==> src/rtl/bounded_ordered_list_engine_unit_defines.svh <==
// Assertion macros for the list engine RTL.
// Define NO_ASSERTIONS to compile every check away.
`ifndef BOUNDED_ORDERED_LIST_ENGINE_UNIT_DEFINES_SVH
`define BOUNDED_ORDERED_LIST_ENGINE_UNIT_DEFINES_SVH

`ifndef NO_ASSERTIONS
// Consequent must hold in the same cycle as the antecedent.
`define BLOL_ASSERT_SAME(label, clk, rst_n, ante, cons) \
  label: assert property (@(posedge clk) disable iff (!rst_n) (ante) |-> (cons)) \
    else $error("list engine check failed");
// Consequent must hold in the cycle after the antecedent.
`define BLOL_ASSERT_NEXT(label, clk, rst_n, ante, cons) \
  label: assert property (@(posedge clk) disable iff (!rst_n) (ante) |=> (cons)) \
    else $error("list engine check failed");
`else
`define BLOL_ASSERT_SAME(label, clk, rst_n, ante, cons)
`define BLOL_ASSERT_NEXT(label, clk, rst_n, ante, cons)
`endif

`endif

==> src/rtl/blol_pkg.sv <==
package blol_pkg;

  localparam int unsigned DataW = 32;
  localparam int unsigned PosW  = 6;
  localparam int unsigned LenW  = 6;

  typedef enum logic [2:0] {
    REQ_INS_FRONT,
    REQ_INS_POS,
    REQ_INS_END,
    REQ_DEL_FRONT,
    REQ_DEL_POS,
    REQ_DEL_END,
    REQ_DEL_VALUE,
    REQ_DISPLAY
  } req_type_e;

  typedef enum logic [2:0] {
    STAT_OK,
    STAT_EMPTY,
    STAT_OVERFLOW,
    STAT_RANGE,
    STAT_NOT_FOUND
  } status_e;

  typedef enum logic [3:0] {
    ST_IDLE,
    ST_INS_CHK,
    ST_INS_WR,
    ST_DEL_CHK,
    ST_DEL_WR,
    ST_SRCH_CHK,
    ST_SRCH_CMP,
    ST_DISP_RD,
    ST_DISP_OUT,
    ST_RESP
  } ctrl_state_e;

  typedef struct packed {
    req_type_e                req_type;
    logic [PosW-1:0]          position;
    logic signed [DataW-1:0]  value;
  } req_t;

  typedef struct packed {
    status_e                  status;
    logic signed [DataW-1:0]  element;
    logic                     element_valid;
    logic [LenW-1:0]          length;
    logic                     last;
  } rsp_t;

endpackage

==> src/rtl/bounded_ordered_list_engine_unit.sv <==
// Channel   Direction  Handshake                  Payload
// request   in         req_valid_i / req_ready_o  req_i (blol_pkg::req_t)
// response  out        rsp_valid_o / rsp_ready_i  rsp_o (blol_pkg::rsp_t)
//
// A request transaction is taken only in an idle cycle and then holds the block until
// its last result is in the output register. A rejected request moves no entries; an
// insert at p moves n - p entries and a delete at p moves n - p - 1. A delete by value
// searches first, a display reads each entry; each step needs a registered read.
// Reset empties the list at once with no clearing pass. A stalled result waits in the
// output register; the sequencer pauses only when it must emit the next one.
`include "bounded_ordered_list_engine_unit_defines.svh"

module bounded_ordered_list_engine_unit #(
  parameter int unsigned CAPACITY = 32
) (
  input  logic           clk_i,
  input  logic           rst_ni,
  input  logic           req_valid_i,
  output logic           req_ready_o,
  input  blol_pkg::req_t req_i,
  output logic           rsp_valid_o,
  input  logic           rsp_ready_i,
  output blol_pkg::rsp_t rsp_o
);
  import blol_pkg::*;

  localparam int unsigned IdxW = $clog2(CAPACITY);
  localparam int unsigned CntW = $clog2(CAPACITY + 1);

  // Memory port signals between the sequencer and the list storage.
  logic                    mem_we, mem_re;
  logic [IdxW-1:0]         mem_waddr, mem_raddr;
  logic signed [DataW-1:0] mem_wdata, mem_rdata;

  // The sequencer hands over one finished result at a time through this.
  logic slot_free, emit;
  rsp_t rsp_next;

  logic rsp_valid_q;
  rsp_t rsp_q;

  // The output register is free when empty or when its result is being taken.
  assign slot_free = !rsp_valid_q || rsp_ready_i;

  blol_ctrl #(
    .Capacity (CAPACITY),
    .IdxW     (IdxW),
    .CntW     (CntW)
  ) u_ctrl (
    .clk_i       (clk_i),
    .rst_ni      (rst_ni),
    .req_valid_i (req_valid_i),
    .req_i       (req_i),
    .req_ready_o (req_ready_o),
    .slot_free_i (slot_free),
    .emit_o      (emit),
    .rsp_o       (rsp_next),
    .mem_we_o    (mem_we),
    .mem_waddr_o (mem_waddr),
    .mem_wdata_o (mem_wdata),
    .mem_re_o    (mem_re),
    .mem_raddr_o (mem_raddr),
    .mem_rdata_i (mem_rdata)
  );

  blol_mem #(
    .Depth (CAPACITY),
    .AddrW (IdxW)
  ) u_mem (
    .clk_i   (clk_i),
    .we_i    (mem_we),
    .waddr_i (mem_waddr),
    .wdata_i (mem_wdata),
    .re_i    (mem_re),
    .raddr_i (mem_raddr),
    .rdata_o (mem_rdata)
  );

  // Output register: valid is control state and resets; the payload does not.
  always_ff @(posedge clk_i or negedge rst_ni) begin
    if (!rst_ni) begin
      rsp_valid_q <= 1'b0;
    end else if (emit) begin
      rsp_valid_q <= 1'b1;
    end else if (rsp_ready_i) begin
      rsp_valid_q <= 1'b0;
    end
  end

  always_ff @(posedge clk_i) begin
    if (emit) begin
      rsp_q <= rsp_next;
    end
  end

  assign rsp_valid_o = rsp_valid_q;
  assign rsp_o       = rsp_q;

  // Once a request transaction is taken, the sequencer is busy in the next cycle.
  `BLOL_ASSERT_NEXT(a_busy_after_accept, clk_i, rst_ni, req_valid_i && req_ready_o, !req_ready_o)
  // Only a display result carries an element, and it always reports success.
  `BLOL_ASSERT_SAME(a_element_ok, clk_i, rst_ni, rsp_valid_o && rsp_o.element_valid,
                    rsp_o.status == STAT_OK)
  // Every result without an element closes its request.
  `BLOL_ASSERT_SAME(a_plain_is_last, clk_i, rst_ni, rsp_valid_o && !rsp_o.element_valid,
                    rsp_o.last)

endmodule

==> src/rtl/blol_mem.sv <==
module blol_mem #(
  parameter int unsigned Depth = 32,
  parameter int unsigned AddrW = $clog2(Depth)
) (
  input  logic                          clk_i,
  input  logic                          we_i,
  input  logic [AddrW-1:0]              waddr_i,
  input  logic signed [blol_pkg::DataW-1:0] wdata_i,
  input  logic                          re_i,
  input  logic [AddrW-1:0]              raddr_i,
  output logic signed [blol_pkg::DataW-1:0] rdata_o
);
  import blol_pkg::*;

  logic signed [DataW-1:0] mem_q [Depth];
  logic signed [DataW-1:0] rdata_q;

  always_ff @(posedge clk_i) begin
    if (we_i) begin
      mem_q[waddr_i] <= wdata_i;
    end
  end

  // Read data holds until the next read, so a stalled output keeps it.
  always_ff @(posedge clk_i) begin
    if (re_i) begin
      rdata_q <= mem_q[raddr_i];
    end
  end

  assign rdata_o = rdata_q;

endmodule

==> src/rtl/blol_ctrl.sv <==
module blol_ctrl #(
  parameter int unsigned Capacity = 32,
  parameter int unsigned IdxW     = $clog2(Capacity),
  parameter int unsigned CntW     = $clog2(Capacity + 1)
) (
  input  logic                              clk_i,
  input  logic                              rst_ni,
  input  logic                              req_valid_i,
  input  blol_pkg::req_t                    req_i,
  output logic                              req_ready_o,
  input  logic                              slot_free_i,
  output logic                              emit_o,
  output blol_pkg::rsp_t                    rsp_o,
  output logic                              mem_we_o,
  output logic [IdxW-1:0]                   mem_waddr_o,
  output logic signed [blol_pkg::DataW-1:0] mem_wdata_o,
  output logic                              mem_re_o,
  output logic [IdxW-1:0]                   mem_raddr_o,
  input  logic signed [blol_pkg::DataW-1:0] mem_rdata_i
);
  import blol_pkg::*;

  localparam int unsigned CmpW = (CntW > PosW) ? CntW : PosW;

  ctrl_state_e             state_q, state_d;
  status_e                 status_q, status_d;
  logic signed [DataW-1:0] value_q, value_d;
  logic [CntW-1:0]         pos_q, pos_d;
  logic [CntW-1:0]         idx_q, idx_d;
  logic [CntW-1:0]         count_q, count_d;

  logic [CntW-1:0] idx_inc, idx_dec;
  logic [CmpW-1:0] cnt_ext, pos_ext, acc_pos;
  logic            full, empty, is_ins, is_del, acc_bad;

  assign idx_inc = idx_q + CntW'(1);
  assign idx_dec = idx_q - CntW'(1);
  assign cnt_ext = CmpW'(count_q);
  assign pos_ext = CmpW'(req_i.position);
  assign full    = (count_q == CntW'(Capacity));
  assign empty   = (count_q == '0);

  // Decode the target position of a new transaction and whether it is in range.
  always_comb begin
    is_ins  = 1'b0;
    is_del  = 1'b0;
    acc_pos = '0;
    acc_bad = 1'b0;
    case (req_i.req_type)
      REQ_INS_FRONT, REQ_INS_POS, REQ_INS_END: begin
        is_ins  = 1'b1;
        acc_pos = (req_i.req_type == REQ_INS_FRONT) ? '0 :
                  (req_i.req_type == REQ_INS_POS) ? pos_ext : cnt_ext;
        acc_bad = (acc_pos > cnt_ext);
      end
      REQ_DEL_FRONT, REQ_DEL_POS, REQ_DEL_END: begin
        is_del  = 1'b1;
        acc_pos = (req_i.req_type == REQ_DEL_FRONT) ? '0 :
                  (req_i.req_type == REQ_DEL_POS) ? pos_ext : (cnt_ext - CmpW'(1));
        acc_bad = (acc_pos >= cnt_ext);
      end
      default: begin
      end
    endcase
  end

  always_comb begin
    state_d = state_q;
    case (state_q)
      ST_IDLE: begin
        if (req_valid_i) begin
          if (is_ins) begin
            state_d = (full || acc_bad) ? ST_RESP : ST_INS_CHK;
          end else if (is_del) begin
            state_d = (empty || acc_bad) ? ST_RESP : ST_DEL_CHK;
          end else if (req_i.req_type == REQ_DEL_VALUE) begin
            state_d = empty ? ST_RESP : ST_SRCH_CHK;
          end else begin
            state_d = empty ? ST_RESP : ST_DISP_RD;
          end
        end
      end
      ST_INS_CHK:  state_d = (idx_q > pos_q) ? ST_INS_WR : ST_RESP;
      ST_INS_WR:   state_d = ST_INS_CHK;
      ST_DEL_CHK:  state_d = (idx_inc < count_q) ? ST_DEL_WR : ST_RESP;
      ST_DEL_WR:   state_d = ST_DEL_CHK;
      ST_SRCH_CHK: state_d = (idx_q < count_q) ? ST_SRCH_CMP : ST_RESP;
      ST_SRCH_CMP: state_d = (mem_rdata_i == value_q) ? ST_DEL_CHK : ST_SRCH_CHK;
      ST_DISP_RD:  state_d = ST_DISP_OUT;
      ST_DISP_OUT: begin
        if (slot_free_i) begin
          state_d = (idx_inc == count_q) ? ST_IDLE : ST_DISP_RD;
        end
      end
      ST_RESP: begin
        if (slot_free_i) begin
          state_d = ST_IDLE;
        end
      end
      default: state_d = ST_IDLE;
    endcase
  end

  always_comb begin
    status_d    = status_q;
    value_d     = value_q;
    pos_d       = pos_q;
    idx_d       = idx_q;
    count_d     = count_q;
    req_ready_o = (state_q == ST_IDLE);
    emit_o      = 1'b0;
    mem_we_o    = 1'b0;
    mem_waddr_o = idx_q[IdxW-1:0];
    mem_wdata_o = mem_rdata_i;
    mem_re_o    = 1'b0;
    mem_raddr_o = idx_q[IdxW-1:0];
    rsp_o.status        = status_q;
    rsp_o.element       = '0;
    rsp_o.element_valid = 1'b0;
    rsp_o.length        = LenW'(count_q);
    rsp_o.last          = 1'b1;
    case (state_q)
      ST_IDLE: begin
        if (req_valid_i) begin
          value_d = req_i.value;
          idx_d   = '0;
          pos_d   = CntW'(acc_pos);
          if (is_ins) begin
            status_d = full ? STAT_OVERFLOW : (acc_bad ? STAT_RANGE : STAT_OK);
            idx_d    = count_q;
          end else if (is_del) begin
            status_d = empty ? STAT_EMPTY : (acc_bad ? STAT_RANGE : STAT_OK);
            idx_d    = CntW'(acc_pos);
          end else if (req_i.req_type == REQ_DEL_VALUE) begin
            status_d = empty ? STAT_EMPTY : STAT_NOT_FOUND;
          end else begin
            status_d = empty ? STAT_EMPTY : STAT_OK;
          end
        end
      end
      ST_INS_CHK: begin
        if (idx_q > pos_q) begin
          mem_re_o    = 1'b1;
          mem_raddr_o = idx_dec[IdxW-1:0];
        end else begin
          mem_we_o    = 1'b1;
          mem_wdata_o = value_q;
          count_d     = count_q + CntW'(1);
        end
      end
      ST_INS_WR: begin
        mem_we_o = 1'b1;
        idx_d    = idx_dec;
      end
      ST_DEL_CHK: begin
        if (idx_inc < count_q) begin
          mem_re_o    = 1'b1;
          mem_raddr_o = idx_inc[IdxW-1:0];
        end else begin
          count_d = count_q - CntW'(1);
        end
      end
      ST_DEL_WR: begin
        mem_we_o = 1'b1;
        idx_d    = idx_inc;
      end
      ST_SRCH_CHK: begin
        mem_re_o = (idx_q < count_q);
      end
      ST_SRCH_CMP: begin
        if (mem_rdata_i == value_q) begin
          status_d = STAT_OK;
        end else begin
          idx_d = idx_inc;
        end
      end
      ST_DISP_RD: begin
        mem_re_o = 1'b1;
      end
      ST_DISP_OUT: begin
        rsp_o.status        = STAT_OK;
        rsp_o.element       = mem_rdata_i;
        rsp_o.element_valid = 1'b1;
        rsp_o.last          = (idx_inc == count_q);
        emit_o              = slot_free_i;
        if (slot_free_i) begin
          idx_d = idx_inc;
        end
      end
      ST_RESP: begin
        emit_o = slot_free_i;
      end
      default: begin
      end
    endcase
  end

  always_ff @(posedge clk_i or negedge rst_ni) begin
    if (!rst_ni) begin
      state_q <= ST_IDLE;
      count_q <= '0;
    end else begin
      state_q <= state_d;
      count_q <= count_d;
    end
  end

  always_ff @(posedge clk_i) begin
    status_q <= status_d;
    value_q  <= value_d;
    pos_q    <= pos_d;
    idx_q    <= idx_d;
  end

endmodule

==> config.mk <==
export PLATFORM = sky130hd
export DESIGN_NAME = bounded_ordered_list_engine_unit
export DESIGN_NICKNAME = d
export VERILOG_FILES = /design/src/rtl/blol_pkg.sv /design/src/rtl/bounded_ordered_list_engine_unit.sv /design/src/rtl/blol_mem.sv /design/src/rtl/blol_ctrl.sv
export VERILOG_INCLUDE_DIRS = /design/src /design/src/rtl
export SDC_FILE = /design/constraint.sdc
export NUM_CORES = 1
export LEC_CHECK = 0
export BUFFER_PORTS_ARGS = -buffer_cell sky130_fd_sc_hd__buf_4
export CAP_MARGIN = 15
export CELL_PAD_IN_SITES_DETAIL_PLACEMENT = 0
export CELL_PAD_IN_SITES_GLOBAL_PLACEMENT = 1
export CORE_MARGIN = 2
export CORE_UTILIZATION = 54
export CTS_CLUSTER_SIZE = 8
export DETAILED_ROUTE_END_ITERATION = 7
export PLACE_DENSITY = 0.88
export SYNTH_ARGS = -nofsm -noshare
export SYNTH_HDL_FRONTEND = slang
export SYNTH_HIERARCHICAL = 1
export SYNTH_SLANG_ARGS = --single-unit
==> constraint.sdc <==
create_clock -name clk_i -period 6.3 [get_ports clk_i]
set_clock_uncertainty 0.2 [all_clocks]
set_input_delay 0.63 -clock clk_i [delete_from_list [all_inputs] [get_ports clk_i]]
set_output_delay 0.63 -clock clk_i [all_outputs]
set_load 0.02 [all_outputs]
==> results_dict.tcl <==
set metrics [dict create \
    avgViaCountPerCell 6.48 \
    busiest_layer "met2" \
    grt_use_met2_pct 44.7 \
    worstPathMaxFanout 50 \
    final.period_utilization_pct 86.2 \
    io_buffers 89 \
    synth-xor-area-share_pct 0.964 \
    yosysUniqueCellTypes 67 \
    syn_area_per_cell_um2 16.7 \
    coreArea_um2 86800 \
    clk_latency_ns 0.75 \
    initial_core_util_pct 54.5 \
    grt_pass1_wl_um 181000 \
    worstMarginPinSlew_ns 1.23 \
    grt_max_degree 89 \
    gr-total-overflow 0 \
    reg2reg_setup_slack_ns 0.87 \
    critPathCaptureType "register" \
    power_w 0.0341 \
    htree_levels 4 \
    met3_usage_pct 6.33 \
    synthMuxAreaShare_pct 11.9 \
    hpwlAfterDp_um 67400 \
    synth_area_leaders "edfxtp_1 73%, mux2i_1 11%, a22oi_1 1.6%" \
    grt_pass1_vias 27300 \
    r2r-end "u_mem/rdata_o[22]" \
    synth_edf_count 1146 \
    synthAdderAreaFrac_pct 0.927 \
    post-synth-top-count-cell "edfxtp_1" \
    grt_antenna_before_repair 0 \
    crit_required_ns 6.59 \
    synth_top_family_by_area "multiplexers" \
    p_leak_nw 19.3 \
    drc 0 \
    first_iter_violations 3484 \
    die_w_um 300 \
    placed_area_um2 49600 \
    ff2ff_path_depth 16 \
    wl_per_cell_um 29.6 \
    numCtsBuffers 162 \
    relSlewSlack_pct 17.5 \
    grt_use_met1_pct 36.3 \
    vias 27300 \
    synth_common_cells "1146 x edfxtp_1, 513 x mux2i_1, 134 x a21oi_1, 126 x nand2_1, 114 x nand3_1" \
    startpoint_type "register" \
    setup_tns_ns 0 \
    fp.dieArea_um2 89900 \
    crit_arrival_ns 5.72 \
    synth_top_area_share_pct 72.8 \
    final_layout_size_suffix_gt1_share_pct 14.4 \
    synth_compound_area_share_pct 5.89 \
    period_minus_slack_ns 5.43 \
    ys_dominant_reg_cell "edfxtp_1" \
    path_clk_slew_ns 0.06 \
    rsz0062_at_grt "false" \
    status "complete, no violations" \
    synth_seq_area_share_pct 73.4 \
    r2r-start "u_ctrl/idx_q[2]" \
    async_flop_share_pct 0.951 \
    power_density_nw_per_um2 627 \
    synthToLayoutAreaGrowth_pct 14.9 \
    die_h_um 300 \
    finalHoldViolations 0 \
    dp_cells 3992 \
    ioPinCount 90 \
    fin_cells 4217 \
    yosys_warnings 6 \
    synth_area_um2 47300 \
    fin_nets 3116 \
    synth-seq-cells 1157 \
    slew_viol_final 0 \
    synth.largest_area_cell "edfxtp_1" \
    syn-instance-count 2833 \
    clock-sinks 1157 \
    yosys.area_share.simple_pct 4.64 \
    cts_tree "yes" \
    grtUsageTotal_pct 27.7 \
    peakVddDrop_uv 716 \
    wl_um 125000 \
    crit_type "reg2reg" \
    antennaDiodeCount 0 \
    drt_pre_antenna_iters 5 \
    cts-root-buf "clkbuf_16" \
    fmax_mhz 184 \
    ant_nets 0 \
    clock_path_buffers 3 \
    syn_nets 2913 \
    hold_class "in2async" \
    rows 108 \
    final_area_um2 54300 \
    setup_viol 0 \
    max-cap-violations 0 \
    gp_congestion 0.856 \
]
layout by cell type (no fill, tap or decap), drive strengths merged, types with 3 or more instances in the layout:
master / instances
a221o: 3
nor4: 10
o21ai: 17
a22oi: 100
nand3: 114
and2: 5
nand2b: 17
dlygate4sd3: 34
o2111ai: 5
a21o: 8
nor2: 54
o31ai: 3
o32ai: 5
nor3: 45
a22o: 64
mux2i: 513
mux2: 33
and3: 41
buf: 170
or3: 4
a211oi: 5
edfxtp: 1146
or2: 3
nand3b: 6
xnor2: 15
nor2b: 7
clkbuf: 178
clkinv: 6
ha: 35
nand2: 126
a31oi: 33
nand4: 5
or3b: 3
xor2: 37
inv: 36
o22ai: 6
dfrtp: 11
a21oi: 134
o221ai: 7
worst max path at each step:
stage                         to            start  cells past startpoint  slack [ns]
2_1_floorplan   u_mem/rdata_o[0]  u_ctrl/idx_q[2]                     11        1.47
3_3_place_gp   u_mem/rdata_o[12]  u_ctrl/idx_q[2]                     16        1.16
3_5_place_dp    u_mem/rdata_o[2]  u_ctrl/idx_q[2]                     16        0.97
4_1_cts         u_mem/rdata_o[4]  u_ctrl/idx_q[2]                     16        0.90
5_1_grt         u_mem/rdata_o[4]  u_ctrl/idx_q[2]                     16        0.63
6_report       u_mem/rdata_o[22]  u_ctrl/idx_q[2]                     16        0.87
state kept, by name, indices dropped and copies added, names as in the netlist:
| name | cells |
|---|---|
| u_ctrl/state_q | 4 |
| u_mem/rdata_o | 32 |
| u_ctrl/value_q | 32 |
| u_ctrl/idx_q | 6 |
| u_ctrl/status_q | 3 |
| rsp_o | 43 |
| rsp_valid_o | 1 |
| u_ctrl/cnt_ext | 6 |
| u_mem/mem_q | 1024 |
| u_ctrl/pos_q | 6 |
routing by layer:
metal / vias to the layer above / routed length, µm / share of wire, %
met1: 13700 / 46400 / 37
met4: 2 / 5250 / 4.2
met5: - / 107 / 0.086
met2: 1764 / 59500 / 48
li1: 11500 / - / -
met3: 314 / 13700 / 11
power breakdown:
part / internal, W / switching [W]
clock: 0.00461 / 0.00296
sequential: 0.0110 / 0.000571
combinational: 0.00538 / 0.00953
what timing repair did:
item,4_1_cts,5_1_grt
hold buffers,34,0
endpoints found under the hold margin,44,0
gates resized for setup,0,0
buffers inserted,0,0
worst max-delay path: stages, from the launching register on:
cell      delay (ns)
edfxtp_1        0.75
nand3_1         0.21
xor2_1          0.22
inv_1           0.09
ha_1            0.31
a21o_1          0.19
a21o_1          0.18
a211oi_2        0.39
o221a_4         0.30
o221ai_1        0.14
xnor2_1         0.54
and2_4          0.69
buf_12          0.36
a22o_1          0.22
nor3_1          0.06
a31oi_1         0.22
nand3_1         0.10
cell type report:
type / instances / area, µm²
clock buffers: 178 / 4180
clock inverters: 12 / 143
fillers: 5857 / 32400
inverters: 30 / 113
multi-input cells: 1481 / 11800
flip-flops and latches: 1157 / 34700
well taps: 1155 / 1450
repair buffers: 204 / 1950
metrics by stage:
step,hold slack (ns),util (%),setup slack [ns]
6_report,0.0799,62.6,0.871
5_1_grt,0.0948,62.6,0.626
4_1_cts,0.0255,62.6,0.902
3_5_place_dp,0.281,57.2,0.969
3_3_place_gp,0.277,57.2,1.16
2_1_floorplan,0.134,-,1.47
kinds of logic (layout without fill, tap and decap cells):
| group | count (synthesis) | after routing |
|---|---|---|
| simple gates | 444 | 444 |
| compound gates | 404 | 404 |
| mux | 546 | 546 |
| fa+ha+maj | 35 | 35 |
| flops | 1157 | 1157 |
| xor+xnor | 52 | 52 |
| buf+inv | 195 | 424 |
Power figures use the tool's default switching activity.
